## src/rtl/core/rau_pkg.sv

```systemverilog
// Shared types and constants of the rational arithmetic unit.
// Used by every module under rtl/core; no dependencies.
package rau_pkg;

  localparam int OPERAND_WIDTH = 32;
  localparam int IN_W = 32;
  localparam int WIDE = 64;
  localparam int DEN_W = 63;

  localparam logic [3:0] OP_BUILD = 4'd0;
  localparam logic [3:0] OP_ADD = 4'd1;
  localparam logic [3:0] OP_SUB = 4'd2;
  localparam logic [3:0] OP_MUL = 4'd3;
  localparam logic [3:0] OP_DIV = 4'd4;
  localparam logic [3:0] OP_NEG = 4'd5;
  localparam logic [3:0] OP_INV = 4'd6;
  localparam logic [3:0] OP_LT = 4'd7;
  localparam logic [3:0] OP_LE = 4'd8;
  localparam logic [3:0] OP_GT = 4'd9;
  localparam logic [3:0] OP_GE = 4'd10;
  localparam logic [3:0] OP_EQ = 4'd11;
  localparam logic [3:0] OP_NE = 4'd12;

  typedef enum logic [3:0] {
    CMD_NONE, CMD_LOAD, CMD_COPY, CMD_MUL, CMD_DIV, CMD_GCD, CMD_COMBINE,
    CMD_OUT_VAL, CMD_OUT_ZERO, CMD_OUT_ERR, CMD_OUT_CMP
  } cmd_kind_t;

  typedef enum logic [3:0] {
    SRC_AN, SRC_AD, SRC_BN, SRC_BD, SRC_NUM, SRC_DEN, SRC_X, SRC_Y, SRC_G
  } src_t;

  typedef enum logic [2:0] {DST_NUM, DST_DEN, DST_X, DST_Y, DST_G} dst_t;

  typedef enum logic [2:0] {
    SGN_KEEP, SGN_XOR_AB, SGN_A, SGN_NOT_A, SGN_A_XOR_AD
  } sgn_t;

  typedef struct packed {
    cmd_kind_t kind;
    src_t      src_a;
    src_t      src_b;
    dst_t      dst;
    sgn_t      sgn;
  } cmd_t;

  typedef struct packed {
    logic       busy;
    logic       num_zero;
    logic [3:0] op;
    logic       an_zero;
    logic       ad_bad;
    logic       ad_zero;
    logic       bd_bad;
    logic       bn_zero;
  } status_t;

endpackage

```

## src/rtl/core/rau_div.sv

```systemverilog
// Restoring divider, one quotient bit per cycle, quotient only.
// Depends on rau_pkg for the word width.
module rau_div (
  input  logic                      clk,
  input  logic                      rst,
  input  logic                      start,
  input  logic [rau_pkg::WIDE-1:0]  dividend,
  input  logic [rau_pkg::WIDE-1:0]  divisor,
  output logic                      busy,
  output logic                      done,
  output logic [rau_pkg::WIDE-1:0]  quotient
);

  localparam int W = rau_pkg::WIDE;
  localparam int CW = $clog2(W);
  localparam logic [CW-1:0] LAST = CW'(W - 1);

  logic [W-1:0]  rem;
  logic [W-1:0]  dvs;
  logic [CW-1:0] cnt;
  logic [W:0]    shifted;
  logic [W+1:0]  diff;

  assign shifted = {rem, quotient[W-1]};
  assign diff = {1'b0, shifted} - {2'b00, dvs};

  always_ff @(posedge clk) begin
    if (rst) begin
      busy <= 1'b0;
      done <= 1'b0;
    end else begin
      done <= 1'b0;
      if (start) begin
        busy <= 1'b1;
        cnt <= '0;
        rem <= '0;
        dvs <= divisor;
        quotient <= dividend;
      end else if (busy) begin
        if (!diff[W+1]) begin
          rem <= diff[W-1:0];
          quotient <= {quotient[W-2:0], 1'b1};
        end else begin
          rem <= shifted[W-1:0];
          quotient <= {quotient[W-2:0], 1'b0};
        end
        cnt <= cnt + 1'b1;
        if (cnt == LAST) begin
          busy <= 1'b0;
          done <= 1'b1;
        end
      end
    end
  end

endmodule

```

## src/rtl/core/rau_gcd.sv

```systemverilog
// Binary gcd of two nonzero words, one reduction step per cycle.
// Depends on rau_pkg for the word width.
module rau_gcd (
  input  logic                      clk,
  input  logic                      rst,
  input  logic                      start,
  input  logic [rau_pkg::WIDE-1:0]  u_in,
  input  logic [rau_pkg::WIDE-1:0]  v_in,
  output logic                      busy,
  output logic                      done,
  output logic [rau_pkg::WIDE-1:0]  g
);

  localparam int W = rau_pkg::WIDE;
  localparam int KW = $clog2(W);

  logic [W-1:0]  u;
  logic [W-1:0]  v;
  logic [KW-1:0] k;

  always_ff @(posedge clk) begin
    if (rst) begin
      busy <= 1'b0;
      done <= 1'b0;
    end else begin
      done <= 1'b0;
      if (start) begin
        busy <= 1'b1;
        u <= u_in;
        v <= v_in;
        k <= '0;
      end else if (busy) begin
        if (u == v) begin
          g <= u << k;
          busy <= 1'b0;
          done <= 1'b1;
        end else if (!u[0] && !v[0]) begin
          u <= u >> 1;
          v <= v >> 1;
          k <= k + 1'b1;
        end else if (!u[0]) begin
          u <= u >> 1;
        end else if (!v[0]) begin
          v <= v >> 1;
        end else if (u > v) begin
          u <= u - v;
        end else begin
          v <= v - u;
        end
      end
    end
  end

endmodule

```

## src/rtl/core/rau_dp.sv

```systemverilog
// Datapath: operand registers, shift-add multiplier, divider and gcd units,
// sign combine and the result register. Depends on rau_pkg, rau_div, rau_gcd.
module rau_dp (
  input  logic                          clk,
  input  logic                          rst,
  input  rau_pkg::cmd_t                 cmd,
  output rau_pkg::status_t              status,
  input  logic [3:0]                    op,
  input  logic signed [rau_pkg::IN_W-1:0] a_num,
  input  logic signed [rau_pkg::IN_W-1:0] a_den,
  input  logic signed [rau_pkg::IN_W-1:0] b_num,
  input  logic signed [rau_pkg::IN_W-1:0] b_den,
  output logic signed [rau_pkg::WIDE-1:0] res_num,
  output logic [rau_pkg::DEN_W-1:0]       res_den,
  output logic                          truth,
  output logic                          error
);

  localparam int OW = rau_pkg::OPERAND_WIDTH;
  localparam int W = rau_pkg::WIDE;
  localparam int MCW = $clog2(OW);
  localparam logic [MCW-1:0] MUL_LAST = MCW'(OW - 1);

  function automatic logic [OW:0] take(input logic [rau_pkg::IN_W-1:0] raw);
    logic [OW-1:0] v;
    v = raw[OW-1:0];
    take = {v[OW-1], v[OW-1] ? OW'(~v + 1'b1) : v};
  endfunction

  logic [3:0]    op_r;
  logic          an_neg, ad_neg, bn_neg, bd_neg;
  logic [OW-1:0] an_mag, ad_mag, bn_mag, bd_mag;
  logic [W-1:0]  num, den, xr, yr, gr;
  logic          neg;
  rau_pkg::dst_t dst_r;

  logic [W-1:0] a_val, b_val;

  logic          mul_busy, mul_done;
  logic [MCW-1:0] mul_cnt;
  logic [OW-1:0] mul_mcand;
  logic [W-1:0]  mul_prod;
  logic [OW:0]   mul_sum;

  logic         div_busy, div_done, gcd_busy, gcd_done;
  logic [W-1:0] div_q, gcd_g;

  logic         wr_en;
  rau_pkg::dst_t wr_dst;
  logic [W-1:0] wr_val;

  logic         pn, qn, num_zero;
  logic [W-1:0] cnum;
  logic         cneg;
  logic         sgn_val;
  logic         tr;

  function automatic logic [W-1:0] pick(input rau_pkg::src_t s, input logic [OW-1:0] an,
                                        input logic [OW-1:0] ad, input logic [OW-1:0] bn,
                                        input logic [OW-1:0] bd, input logic [W-1:0] n,
                                        input logic [W-1:0] d, input logic [W-1:0] x,
                                        input logic [W-1:0] y, input logic [W-1:0] gg);
    unique case (s)
      rau_pkg::SRC_AN:  pick = W'(an);
      rau_pkg::SRC_AD:  pick = W'(ad);
      rau_pkg::SRC_BN:  pick = W'(bn);
      rau_pkg::SRC_BD:  pick = W'(bd);
      rau_pkg::SRC_NUM: pick = n;
      rau_pkg::SRC_DEN: pick = d;
      rau_pkg::SRC_X:   pick = x;
      rau_pkg::SRC_Y:   pick = y;
      rau_pkg::SRC_G:   pick = gg;
      default:          pick = '0;
    endcase
  endfunction

  assign a_val = pick(cmd.src_a, an_mag, ad_mag, bn_mag, bd_mag, num, den, xr, yr, gr);
  assign b_val = pick(cmd.src_b, an_mag, ad_mag, bn_mag, bd_mag, num, den, xr, yr, gr);

  assign num_zero = (num == '0);
  assign status = '{busy: mul_busy | mul_done | div_busy | div_done | gcd_busy | gcd_done,
                    num_zero: num_zero, op: op_r, an_zero: an_mag == '0,
                    ad_bad: ad_neg | (ad_mag == '0), ad_zero: ad_mag == '0,
                    bd_bad: bd_neg | (bd_mag == '0), bn_zero: bn_mag == '0};

  rau_div u_div (
    .clk      (clk),
    .rst      (rst),
    .start    (cmd.kind == rau_pkg::CMD_DIV),
    .dividend (a_val),
    .divisor  (b_val),
    .busy     (div_busy),
    .done     (div_done),
    .quotient (div_q)
  );

  rau_gcd u_gcd (
    .clk   (clk),
    .rst   (rst),
    .start (cmd.kind == rau_pkg::CMD_GCD),
    .u_in  (a_val),
    .v_in  (b_val),
    .busy  (gcd_busy),
    .done  (gcd_done),
    .g     (gcd_g)
  );

  assign mul_sum = {1'b0, mul_prod[W-1:OW]} + (mul_prod[0] ? {1'b0, mul_mcand} : '0);

  always_ff @(posedge clk) begin
    if (rst) begin
      mul_busy <= 1'b0;
      mul_done <= 1'b0;
    end else begin
      mul_done <= 1'b0;
      if (cmd.kind == rau_pkg::CMD_MUL) begin
        mul_busy <= 1'b1;
        mul_cnt <= '0;
        mul_mcand <= a_val[OW-1:0];
        mul_prod <= {{(W-OW){1'b0}}, b_val[OW-1:0]};
      end else if (mul_busy) begin
        mul_prod <= {mul_sum, mul_prod[OW-1:1]};
        mul_cnt <= mul_cnt + 1'b1;
        if (mul_cnt == MUL_LAST) begin
          mul_busy <= 1'b0;
          mul_done <= 1'b1;
        end
      end
    end
  end

  always_comb begin
    pn = an_neg;
    qn = bn_neg ^ (op_r != rau_pkg::OP_ADD);
    if (pn == qn) begin
      cnum = num + yr;
      cneg = pn;
    end else if (num >= yr) begin
      cnum = num - yr;
      cneg = pn;
    end else begin
      cnum = yr - num;
      cneg = qn;
    end
    if (cnum == '0) begin
      cneg = 1'b0;
    end
  end

  always_comb begin
    unique case (cmd.sgn)
      rau_pkg::SGN_XOR_AB:   sgn_val = an_neg ^ bn_neg;
      rau_pkg::SGN_A:        sgn_val = an_neg;
      rau_pkg::SGN_NOT_A:    sgn_val = !an_neg;
      rau_pkg::SGN_A_XOR_AD: sgn_val = an_neg ^ ad_neg;
      default:               sgn_val = neg;
    endcase
  end

  always_comb begin
    wr_en = 1'b0;
    wr_dst = dst_r;
    wr_val = mul_prod;
    if (cmd.kind == rau_pkg::CMD_COPY) begin
      wr_en = 1'b1;
      wr_dst = cmd.dst;
      wr_val = a_val;
    end else if (mul_done) begin
      wr_en = 1'b1;
    end else if (div_done) begin
      wr_en = 1'b1;
      wr_val = div_q;
    end else if (gcd_done) begin
      wr_en = 1'b1;
      wr_val = gcd_g;
    end
  end

  always_comb begin
    unique case (op_r)
      rau_pkg::OP_LT: tr = neg;
      rau_pkg::OP_LE: tr = neg || num_zero;
      rau_pkg::OP_GT: tr = !neg && !num_zero;
      rau_pkg::OP_GE: tr = !neg;
      rau_pkg::OP_EQ: tr = num_zero;
      rau_pkg::OP_NE: tr = !num_zero;
      default:        tr = 1'b0;
    endcase
  end

  always_ff @(posedge clk) begin
    if (cmd.kind == rau_pkg::CMD_LOAD) begin
      op_r <= op;
      {an_neg, an_mag} <= take(a_num);
      {ad_neg, ad_mag} <= take(a_den);
      {bn_neg, bn_mag} <= take(b_num);
      {bd_neg, bd_mag} <= take(b_den);
    end
    if (cmd.kind == rau_pkg::CMD_MUL || cmd.kind == rau_pkg::CMD_DIV ||
        cmd.kind == rau_pkg::CMD_GCD) begin
      dst_r <= cmd.dst;
    end
    if (cmd.sgn != rau_pkg::SGN_KEEP) begin
      neg <= sgn_val;
    end
    if (cmd.kind == rau_pkg::CMD_COMBINE) begin
      num <= cnum;
      neg <= cneg;
    end
    if (wr_en) begin
      unique case (wr_dst)
        rau_pkg::DST_NUM: num <= wr_val;
        rau_pkg::DST_DEN: den <= wr_val;
        rau_pkg::DST_X:   xr <= wr_val;
        rau_pkg::DST_Y:   yr <= wr_val;
        default:          gr <= wr_val;
      endcase
    end
  end

  always_ff @(posedge clk) begin
    unique case (cmd.kind)
      rau_pkg::CMD_OUT_VAL: begin
        res_num <= neg ? W'(~num + 1'b1) : num;
        res_den <= den[rau_pkg::DEN_W-1:0];
        truth <= 1'b0;
        error <= 1'b0;
      end
      rau_pkg::CMD_OUT_ZERO: begin
        res_num <= '0;
        res_den <= rau_pkg::DEN_W'(1);
        truth <= 1'b0;
        error <= 1'b0;
      end
      rau_pkg::CMD_OUT_ERR: begin
        res_num <= W'(1);
        res_den <= rau_pkg::DEN_W'(1);
        truth <= 1'b0;
        error <= 1'b1;
      end
      rau_pkg::CMD_OUT_CMP: begin
        res_num <= '0;
        res_den <= '0;
        truth <= tr;
        error <= 1'b0;
      end
      default: begin
      end
    endcase
  end

endmodule

```

## src/rtl/core/rau_ctrl.sv

```systemverilog
// Controller: sequences datapath commands for each operation and owns the
// handshakes. Depends on rau_pkg.
module rau_ctrl (
  input  logic             clk,
  input  logic             rst,
  input  logic             in_valid,
  output logic             in_ready,
  output logic             out_valid,
  input  logic             out_ready,
  input  rau_pkg::status_t status,
  output rau_pkg::cmd_t    cmd
);

  typedef enum logic [2:0] {S_IDLE, S_CHECK, S_ISSUE, S_WAIT, S_REDUCE, S_OUT} state_t;

  state_t             state;
  logic [2:0]         idx;
  logic               red;
  rau_pkg::cmd_kind_t outk;

  rau_pkg::cmd_t step;
  logic          last;
  logic          err;
  logic          slot_free;
  logic          binary_op;

  function automatic rau_pkg::cmd_t mk(input rau_pkg::cmd_kind_t k, input rau_pkg::src_t a,
                                       input rau_pkg::src_t b, input rau_pkg::dst_t d,
                                       input rau_pkg::sgn_t s);
    mk = '{kind: k, src_a: a, src_b: b, dst: d, sgn: s};
  endfunction

  always_comb begin
    step = mk(rau_pkg::CMD_NONE, rau_pkg::SRC_AN, rau_pkg::SRC_AN, rau_pkg::DST_NUM,
              rau_pkg::SGN_KEEP);
    last = 1'b0;
    if (red) begin
      unique case (idx)
        3'd0: step = mk(rau_pkg::CMD_GCD, rau_pkg::SRC_NUM, rau_pkg::SRC_DEN,
                        rau_pkg::DST_G, rau_pkg::SGN_KEEP);
        3'd1: step = mk(rau_pkg::CMD_DIV, rau_pkg::SRC_NUM, rau_pkg::SRC_G,
                        rau_pkg::DST_NUM, rau_pkg::SGN_KEEP);
        default: begin
          step = mk(rau_pkg::CMD_DIV, rau_pkg::SRC_DEN, rau_pkg::SRC_G,
                    rau_pkg::DST_DEN, rau_pkg::SGN_KEEP);
          last = 1'b1;
        end
      endcase
    end else begin
      unique case (status.op)
        rau_pkg::OP_BUILD: begin
          last = (idx != 3'd0);
          step = last ? mk(rau_pkg::CMD_COPY, rau_pkg::SRC_AD, rau_pkg::SRC_AD,
                           rau_pkg::DST_DEN, rau_pkg::SGN_KEEP)
                      : mk(rau_pkg::CMD_COPY, rau_pkg::SRC_AN, rau_pkg::SRC_AN,
                           rau_pkg::DST_NUM, rau_pkg::SGN_A_XOR_AD);
        end
        rau_pkg::OP_MUL: begin
          last = (idx != 3'd0);
          step = last ? mk(rau_pkg::CMD_MUL, rau_pkg::SRC_AD, rau_pkg::SRC_BD,
                           rau_pkg::DST_DEN, rau_pkg::SGN_KEEP)
                      : mk(rau_pkg::CMD_MUL, rau_pkg::SRC_AN, rau_pkg::SRC_BN,
                           rau_pkg::DST_NUM, rau_pkg::SGN_XOR_AB);
        end
        rau_pkg::OP_DIV: begin
          last = (idx != 3'd0);
          step = last ? mk(rau_pkg::CMD_MUL, rau_pkg::SRC_AD, rau_pkg::SRC_BN,
                           rau_pkg::DST_DEN, rau_pkg::SGN_KEEP)
                      : mk(rau_pkg::CMD_MUL, rau_pkg::SRC_AN, rau_pkg::SRC_BD,
                           rau_pkg::DST_NUM, rau_pkg::SGN_XOR_AB);
        end
        rau_pkg::OP_NEG: begin
          last = (idx != 3'd0);
          step = last ? mk(rau_pkg::CMD_COPY, rau_pkg::SRC_AD, rau_pkg::SRC_AD,
                           rau_pkg::DST_DEN, rau_pkg::SGN_KEEP)
                      : mk(rau_pkg::CMD_COPY, rau_pkg::SRC_AN, rau_pkg::SRC_AN,
                           rau_pkg::DST_NUM, rau_pkg::SGN_NOT_A);
        end
        rau_pkg::OP_INV: begin
          last = (idx != 3'd0);
          step = last ? mk(rau_pkg::CMD_COPY, rau_pkg::SRC_AN, rau_pkg::SRC_AN,
                           rau_pkg::DST_DEN, rau_pkg::SGN_KEEP)
                      : mk(rau_pkg::CMD_COPY, rau_pkg::SRC_AD, rau_pkg::SRC_AD,
                           rau_pkg::DST_NUM, rau_pkg::SGN_A);
        end
        default: begin
          // Sum or difference over the lcm: x = ad/g, y = bd/g, den = x*bd.
          unique case (idx)
            3'd0: step = mk(rau_pkg::CMD_GCD, rau_pkg::SRC_AD, rau_pkg::SRC_BD,
                            rau_pkg::DST_G, rau_pkg::SGN_KEEP);
            3'd1: step = mk(rau_pkg::CMD_DIV, rau_pkg::SRC_AD, rau_pkg::SRC_G,
                            rau_pkg::DST_X, rau_pkg::SGN_KEEP);
            3'd2: step = mk(rau_pkg::CMD_DIV, rau_pkg::SRC_BD, rau_pkg::SRC_G,
                            rau_pkg::DST_Y, rau_pkg::SGN_KEEP);
            3'd3: step = mk(rau_pkg::CMD_MUL, rau_pkg::SRC_X, rau_pkg::SRC_BD,
                            rau_pkg::DST_DEN, rau_pkg::SGN_KEEP);
            3'd4: step = mk(rau_pkg::CMD_MUL, rau_pkg::SRC_AN, rau_pkg::SRC_Y,
                            rau_pkg::DST_NUM, rau_pkg::SGN_KEEP);
            3'd5: step = mk(rau_pkg::CMD_MUL, rau_pkg::SRC_BN, rau_pkg::SRC_X,
                            rau_pkg::DST_Y, rau_pkg::SGN_KEEP);
            default: begin
              step = mk(rau_pkg::CMD_COMBINE, rau_pkg::SRC_NUM, rau_pkg::SRC_Y,
                        rau_pkg::DST_NUM, rau_pkg::SGN_KEEP);
              last = 1'b1;
            end
          endcase
        end
      endcase
    end
  end

  assign binary_op = (status.op <= rau_pkg::OP_DIV) || (status.op >= rau_pkg::OP_LT);
  assign err = (status.op == rau_pkg::OP_BUILD) ? status.ad_zero
             : (status.op > rau_pkg::OP_NE) || status.ad_bad || (binary_op && status.bd_bad) ||
               (status.op == rau_pkg::OP_DIV && status.bn_zero) ||
               (status.op == rau_pkg::OP_INV && status.an_zero);
  assign slot_free = !out_valid || out_ready;
  assign in_ready = (state == S_IDLE);

  always_comb begin
    cmd = mk(rau_pkg::CMD_NONE, rau_pkg::SRC_AN, rau_pkg::SRC_AN, rau_pkg::DST_NUM,
             rau_pkg::SGN_KEEP);
    unique case (state)
      S_IDLE: begin
        if (in_valid) begin
          cmd.kind = rau_pkg::CMD_LOAD;
        end
      end
      S_ISSUE: cmd = step;
      S_OUT: begin
        if (slot_free) begin
          cmd.kind = outk;
        end
      end
      default: begin
      end
    endcase
  end

  always_ff @(posedge clk) begin
    if (rst) begin
      state <= S_IDLE;
      out_valid <= 1'b0;
      idx <= '0;
      red <= 1'b0;
      outk <= rau_pkg::CMD_OUT_ERR;
    end else begin
      if (state == S_OUT && slot_free) begin
        out_valid <= 1'b1;
      end else if (out_valid && out_ready) begin
        out_valid <= 1'b0;
      end
      unique case (state)
        S_IDLE: begin
          if (in_valid) begin
            state <= S_CHECK;
          end
        end
        S_CHECK: begin
          idx <= '0;
          red <= 1'b0;
          if (err) begin
            outk <= rau_pkg::CMD_OUT_ERR;
            state <= S_OUT;
          end else begin
            state <= S_ISSUE;
          end
        end
        S_ISSUE: state <= S_WAIT;
        S_WAIT: begin
          if (!status.busy) begin
            if (!last) begin
              idx <= idx + 1'b1;
              state <= S_ISSUE;
            end else if (red) begin
              outk <= rau_pkg::CMD_OUT_VAL;
              state <= S_OUT;
            end else begin
              state <= S_REDUCE;
            end
          end
        end
        S_REDUCE: begin
          if (status.op >= rau_pkg::OP_LT) begin
            outk <= rau_pkg::CMD_OUT_CMP;
            state <= S_OUT;
          end else if (status.num_zero) begin
            outk <= rau_pkg::CMD_OUT_ZERO;
            state <= S_OUT;
          end else begin
            idx <= '0;
            red <= 1'b1;
            state <= S_ISSUE;
          end
        end
        S_OUT: begin
          if (slot_free) begin
            state <= S_IDLE;
          end
        end
        default: state <= S_IDLE;
      endcase
    end
  end

endmodule

```

## src/rtl/core/rational_arithmetic_unit_core.sv

```systemverilog
// Exact fraction unit: a controller sequencing a shared multiplier, divider
// and gcd datapath. Depends on rau_pkg, rau_ctrl and rau_dp.
//
// The input channel (in_valid/in_ready) carries one request: an operation
// code and two fractions a_num/a_den and b_num/b_den. The output channel
// (out_valid/out_ready) returns one result per request: a reduced fraction
// res_num/res_den with the sign on the numerator, a comparison bit truth,
// and error for a zero denominator, or a negative one outside build, in an
// operand that is used, division by zero, inverting zero or an undefined
// operation code. One request is worked at a time; an error skips the
// datapath steps. The datapath has a 64-bit restoring divider, a 32-bit
// shift-add multiplier and a binary gcd. Add and subtract run a gcd of the
// denominators, two divides, three multiplies and a combine, as do
// comparisons; multiply and divide run two multiplies, build, negate and
// invert two copies. Except for comparisons, a nonzero result is then
// reduced with a gcd and two divides. A finished result sits in the output
// register; the next request is accepted while it waits, and the block
// stalls at its own output if the receiver has still not taken the previous
// one. Reset clears out_valid and returns the controller to idle.
module rational_arithmetic_unit_core (
  input  logic                            clk,
  input  logic                            rst,
  input  logic                            in_valid,
  output logic                            in_ready,
  input  logic [3:0]                      op,
  input  logic signed [rau_pkg::IN_W-1:0] a_num,
  input  logic signed [rau_pkg::IN_W-1:0] a_den,
  input  logic signed [rau_pkg::IN_W-1:0] b_num,
  input  logic signed [rau_pkg::IN_W-1:0] b_den,
  output logic                            out_valid,
  input  logic                            out_ready,
  output logic signed [rau_pkg::WIDE-1:0] res_num,
  output logic [rau_pkg::DEN_W-1:0]       res_den,
  output logic                            truth,
  output logic                            error
);

  rau_pkg::cmd_t    cmd;
  rau_pkg::status_t status;

  rau_ctrl u_ctrl (
    .clk       (clk),
    .rst       (rst),
    .in_valid  (in_valid),
    .in_ready  (in_ready),
    .out_valid (out_valid),
    .out_ready (out_ready),
    .status    (status),
    .cmd       (cmd)
  );

  rau_dp u_dp (
    .clk     (clk),
    .rst     (rst),
    .cmd     (cmd),
    .status  (status),
    .op      (op),
    .a_num   (a_num),
    .a_den   (a_den),
    .b_num   (b_num),
    .b_den   (b_den),
    .res_num (res_num),
    .res_den (res_den),
    .truth   (truth),
    .error   (error)
  );

endmodule

```

## config.mk

```make
export PLATFORM = sky130hd
export DESIGN_NAME = rational_arithmetic_unit_core
export DESIGN_NICKNAME = d
export VERILOG_FILES = /design/src/rtl/core/rau_pkg.sv /design/src/rtl/core/rau_div.sv /design/src/rtl/core/rau_gcd.sv /design/src/rtl/core/rau_dp.sv /design/src/rtl/core/rau_ctrl.sv /design/src/rtl/core/rational_arithmetic_unit_core.sv
export SDC_FILE = /design/constraint.sdc
export NUM_CORES = 2
export LEC_CHECK = 0
export BUFFER_PORTS_ARGS = -buffer_cell sky130_fd_sc_hd__buf_2
export CAP_MARGIN = 20
export CORE_MARGIN = 1
export CORE_UTILIZATION = 45
export CTS_CLUSTER_DIAMETER = 120
export DETAILED_ROUTE_END_ITERATION = 12
export PLACE_DENSITY = 0.59
export SYNTH_ARGS = -nofsm -noshare
export SYNTH_HDL_FRONTEND = slang
export SYNTH_SLANG_ARGS = --single-unit
```

## constraint.sdc

```tcl
create_clock -name clk -period 12.4 [get_ports clk]
set_input_delay 2.48 -clock clk [delete_from_list [all_inputs] [get_ports clk]]
set_output_delay 2.48 -clock clk [all_outputs]
set_load 0.02 [all_outputs]
```

==> impl_metrics.env <==
export IMPL_min_period_ps=7810
export IMPL_p_int_mw=9.93
export IMPL_pre_cts_ws_ps=5130
export IMPL_root_buffer="clkbuf_16"
export IMPL_synth_top_family_by_area="compound AO/OA/AOI/OAI gates"
export IMPL_synth_cell_types=89
export IMPL_cts_clk_slew_worst_paths_ps=70
export IMPL_clock_path_buffers=3
export IMPL_power_total_mw=18.8
export IMPL_cp_start_kind="flip-flop"
export IMPL_gp_congestion=1.04
export IMPL_worst_pin_slew_ps=1390
export IMPL_fin_ws_ps=4590
export IMPL_setup_viol=0
export IMPL_portBuffers=266
export IMPL_p_leak_nw=33.3
export IMPL_synth_async_reset_ratio_pct=0
export IMPL_path_cells="inv_1 -> ha_1 -> nand2_1 -> o21a_1 -> a21boi_0 -> a31oi_1 -> o311a_1 -> o21ai_4 -> buf_4 -> nand2_1 -> o2111a_1 -> a2111oi_0 -> nand4_1 -> nor4_1 -> nand4_1 -> nor4_1 -> a21oi_1"
export IMPL_ys_ff_latch=1104
export IMPL_hp_class="reg -> reg"
export IMPL_cts_max_level=4
export IMPL_drc_errors=0
export IMPL_postCtsHoldBufs=0
export IMPL_clock_sinks=1104
export IMPL_reg2reg_depth=17
export IMPL_maxSlewViolCount=0
export IMPL_worstPathRequired_ps=12960
export IMPL_drtIter0Drc=9889
export IMPL_fp_dieW_um=420
export IMPL_hold_viol_final=0
export IMPL_clockPowerShare_pct=21.8
export IMPL_grt_pass1_wl_mm=496
export IMPL_synth_xor_area_share_pct=4.91
export IMPL_ys_seq_area_share_pct=41.2
export IMPL_ant_nets=0
export IMPL_start_util_pct=45.5
export IMPL_syn_to_final_growth_pct=10.7
export IMPL_viasPerCell=6.58
export IMPL_grt_max_degree=80
export IMPL_cp_depth=17
export IMPL_criticalPathCategory="reg -> reg"
export IMPL_grt_overflow=0
export IMPL_peakVddDrop_mv=0.154
export IMPL_postCtsSetupRepairBufs=0
export IMPL_ys_flop_type="edfxtp_1"
export IMPL_hold_depth=2
export IMPL_crit_slowest_cell="a2111oi_0"
export IMPL_layout_drive_gt1_share_pct=9.35
export IMPL_cts_buffers=132
export IMPL_power_frac_comb_pct=46.2
export IMPL_cp_end_kind="flip-flop"
export IMPL_route_met3_wl_mm=31.6
export IMPL_tns_ps=0
export IMPL_yosysWarnings=0
export IMPL_relSlewSlack_pct=7.37
export IMPL_syn_area_sq_mm=0.0784
export IMPL_fp_dieH_um=420
export IMPL_synthTopCellsByArea="edfxtp_1 (39%), ha_1 (6.8%), a21oi_1 (5.4%), nand2_1 (4.2%), xnor2_1 (4.0%)"
export IMPL_synth_compound_area_share_pct=23.2
export IMPL_critPathArrivalTime_ps=8370
export IMPL_synth_edf_count=1022
export IMPL_utilization_pct=50.4
export IMPL_routed_wl_mm=352
export IMPL_worstPathMaxFanout=35
export IMPL_power_switching_mw=8.82
export IMPL_nNetsFinal=9257
export IMPL_hpwl_mm=270
export IMPL_synth_top_area_share_pct=39.1
export IMPL_fin_crit_sh_pct=63.0
export IMPL_critPathBufInv=2
export IMPL_rsz0062_at_grt="false"
export IMPL_grt_usage_pct=39.0
export IMPL_wl_met1_mm=142
export IMPL_max_freq_ghz=0.128
export IMPL_vias=73112
export IMPL_dr_pass1_iters=10
export IMPL_row_count=152
export IMPL_core_area_sq_mm=0.172
export IMPL_critical_path_max_stage_delay_ps=960
export IMPL_synthMuxAreaShare_pct=2.66
export IMPL_cts_tree="yes"
export IMPL_status="complete, no violations"
export IMPL_max_cap_viol_count=0
export IMPL_power_density_mw_per_mm2=216
export IMPL_yosysTopAreaCell="edfxtp_1"
export IMPL_wl_met2_mm=153
export IMPL_avgSynthCellArea_sq_um=9.07
export IMPL_antenna_found_initial=24
export IMPL_detail_route_wl_per_cell_um=31.7
export IMPL_num_io_pins=267
export IMPL_syn_nets=9216
export IMPL_dr_max_layer_used="met5"
export IMPL_synth_simple_area_share_pct=16.0
export IMPL_clock_latency_ps=810
export IMPL_synthCells=8644
export IMPL_synth_fa_ha_area_share_pct=7.02
export IMPL_hold_ws_ps=458
export IMPL_first_global_vias=67392
export IMPL_pwr_share_seq_pct=32.0
export IMPL_dieArea_sq_mm=0.176
export IMPL_cp_top_family="compound AO/OA/AOI/OAI gates"
export IMPL_power_switching_share_pct=47.0
export IMPL_cts_resized=0
export IMPL_clock_skew_ps=37.3
worst paths after layout:
| check | from | endpoint | slack, ps |
|---|---|---|---|
| hold reg to reg | u_dp.mul_busy | u_dp.mul_done | 460 |
| hold / removal | u_dp.mul_busy | u_dp.mul_done | 460 |
| setup reg to reg | u_dp.yr[14] | u_dp.neg | 4590 |
| setup / recovery | u_dp.yr[14] | u_dp.neg | 4590 |
final cells by class:
type                    instances  area [sq um]
fillers                     16440         85400
multi-input cells            6497         42600
flip-flops and latches       1104         32300
clock buffers                 173          3630
well taps                    2310          2890
repair buffers                425          2560
inverters                     525          1970
clock inverters                69           826
diodes                         13          32.5
power groups by stage:
stage,logic (mW),registers (mW),clock network (mW)
global route,9.09,5.99,4.25
CTS,8.37,5.92,4.12
global placement,8.33,5.99,0
finish,8.66,6.01,4.09
floorplan,5.11,5.47,0
detailed placement,8.32,5.99,0
sequential cells by signal, summed over array words and instances, names as in the netlist, 4 cells and up:
signal,cells
u_dp.u_gcd.v,64
u_dp.op_r,4
u_dp.u_div.rem,64
u_dp.xr,64
u_dp.u_gcd.u,64
u_dp.res_num,64
u_dp.mul_cnt,5
u_dp.u_div.cnt,6
u_dp.ad_mag,32
u_dp.bd_mag,32
u_dp.u_gcd.g,64
u_dp.yr,64
u_dp.den,64
u_ctrl.outk,4
u_dp.mul_prod,64
u_dp.u_div.quotient,64
u_dp.gr,64
u_dp.num,64
u_dp.an_mag,32
u_dp.bn_mag,32
u_dp.u_gcd.k,6
u_dp.res_den,63
u_dp.mul_mcand,32
u_dp.u_div.dvs,64
metrics by stage:
stage / instances / instance area (sq um)
2_1_floorplan: 8644 / 78400
3_3_place_gp: 10851 / 82300
3_5_place_dp: 10856 / 82300
4_1_cts: 11098 / 86800
5_1_grt: 11104 / 86800
6_report: 11116 / 86900
synth_stat cells, types with 38 or more instances:
cell type  count
edfxtp_1    1022
nand2_1      885
a21oi_1      847
nor2_1       802
inv_1        519
o21ai_0      491
clkbuf_1     463
ha_1         429
xnor2_1      356
a22oi_1      239
a21o_1       189
nor2b_1      178
a221oi_1     137
nand3_1      135
a31oi_1      121
nor3_1       121
nand4_1      110
o21bai_1     109
o31ai_1       96
xor2_1        84
dfxtp_1       82
mux2i_1       81
nor4_1        74
a211oi_1      73
o211ai_1      70
and2_1        65
o21a_1        58
buf_1         55
nand2b_1      55
a222oi_1      53
or3_1         52
mux4_2        50
and4_1        40
or4_1         38
per-layer routing:
layer | GRT usage, % | up-vias
met4 | 23.6 | 16
met3 | 7.95 | 868
met1 | 51.5 | 35740
met5 | 0 | -
met2 | 58.7 | 4304
li1 | - | 32184
placed cells by master (no fill, tap or decap), types with 79 or more instances in the layout:
| cell type | instances |
|---|---|
| ha_1 | 429 |
| o21bai_1 | 109 |
| o31ai_1 | 95 |
| nand2_1 | 885 |
| buf_4 | 152 |
| nor3_1 | 111 |
| a21o_1 | 189 |
| nand4_1 | 110 |
| mux2i_1 | 81 |
| dfxtp_1 | 79 |
| a21oi_1 | 844 |
| edfxtp_1 | 1022 |
| inv_1 | 519 |
| clkbuf_16 | 137 |
| nand3_1 | 134 |
| a22oi_1 | 239 |
| xor2_1 | 83 |
| nor2_1 | 786 |
| a31oi_1 | 120 |
| buf_2 | 269 |
| o21ai_0 | 480 |
| nor2b_1 | 176 |
| xnor2_1 | 355 |
| a221oi_1 | 136 |
worst register-to-register path, stage by stage (launching register included):
cell	delay, ps
edfxtp_1	700
inv_1	100
ha_1	540
nand2_1	260
o21a_1	170
a21boi_0	660
a31oi_1	430
o311a_1	490
o21ai_4	700
buf_4	580
nand2_1	110
o2111a_1	170
a2111oi_0	960
nand4_1	420
nor4_1	490
nand4_1	320
nor4_1	360
a21oi_1	110
kinds of logic after synthesis:
family	count (synthesis)
AND/OR/NAND/NOR	2681
XOR/XNOR	440
flip-flops	1104
adder cells (fa/ha/maj)	436
AO/OA/AOI/OAI	2796
multiplexers	144
buffers and inverters	1043
Power figures use the tool's default switching activity.
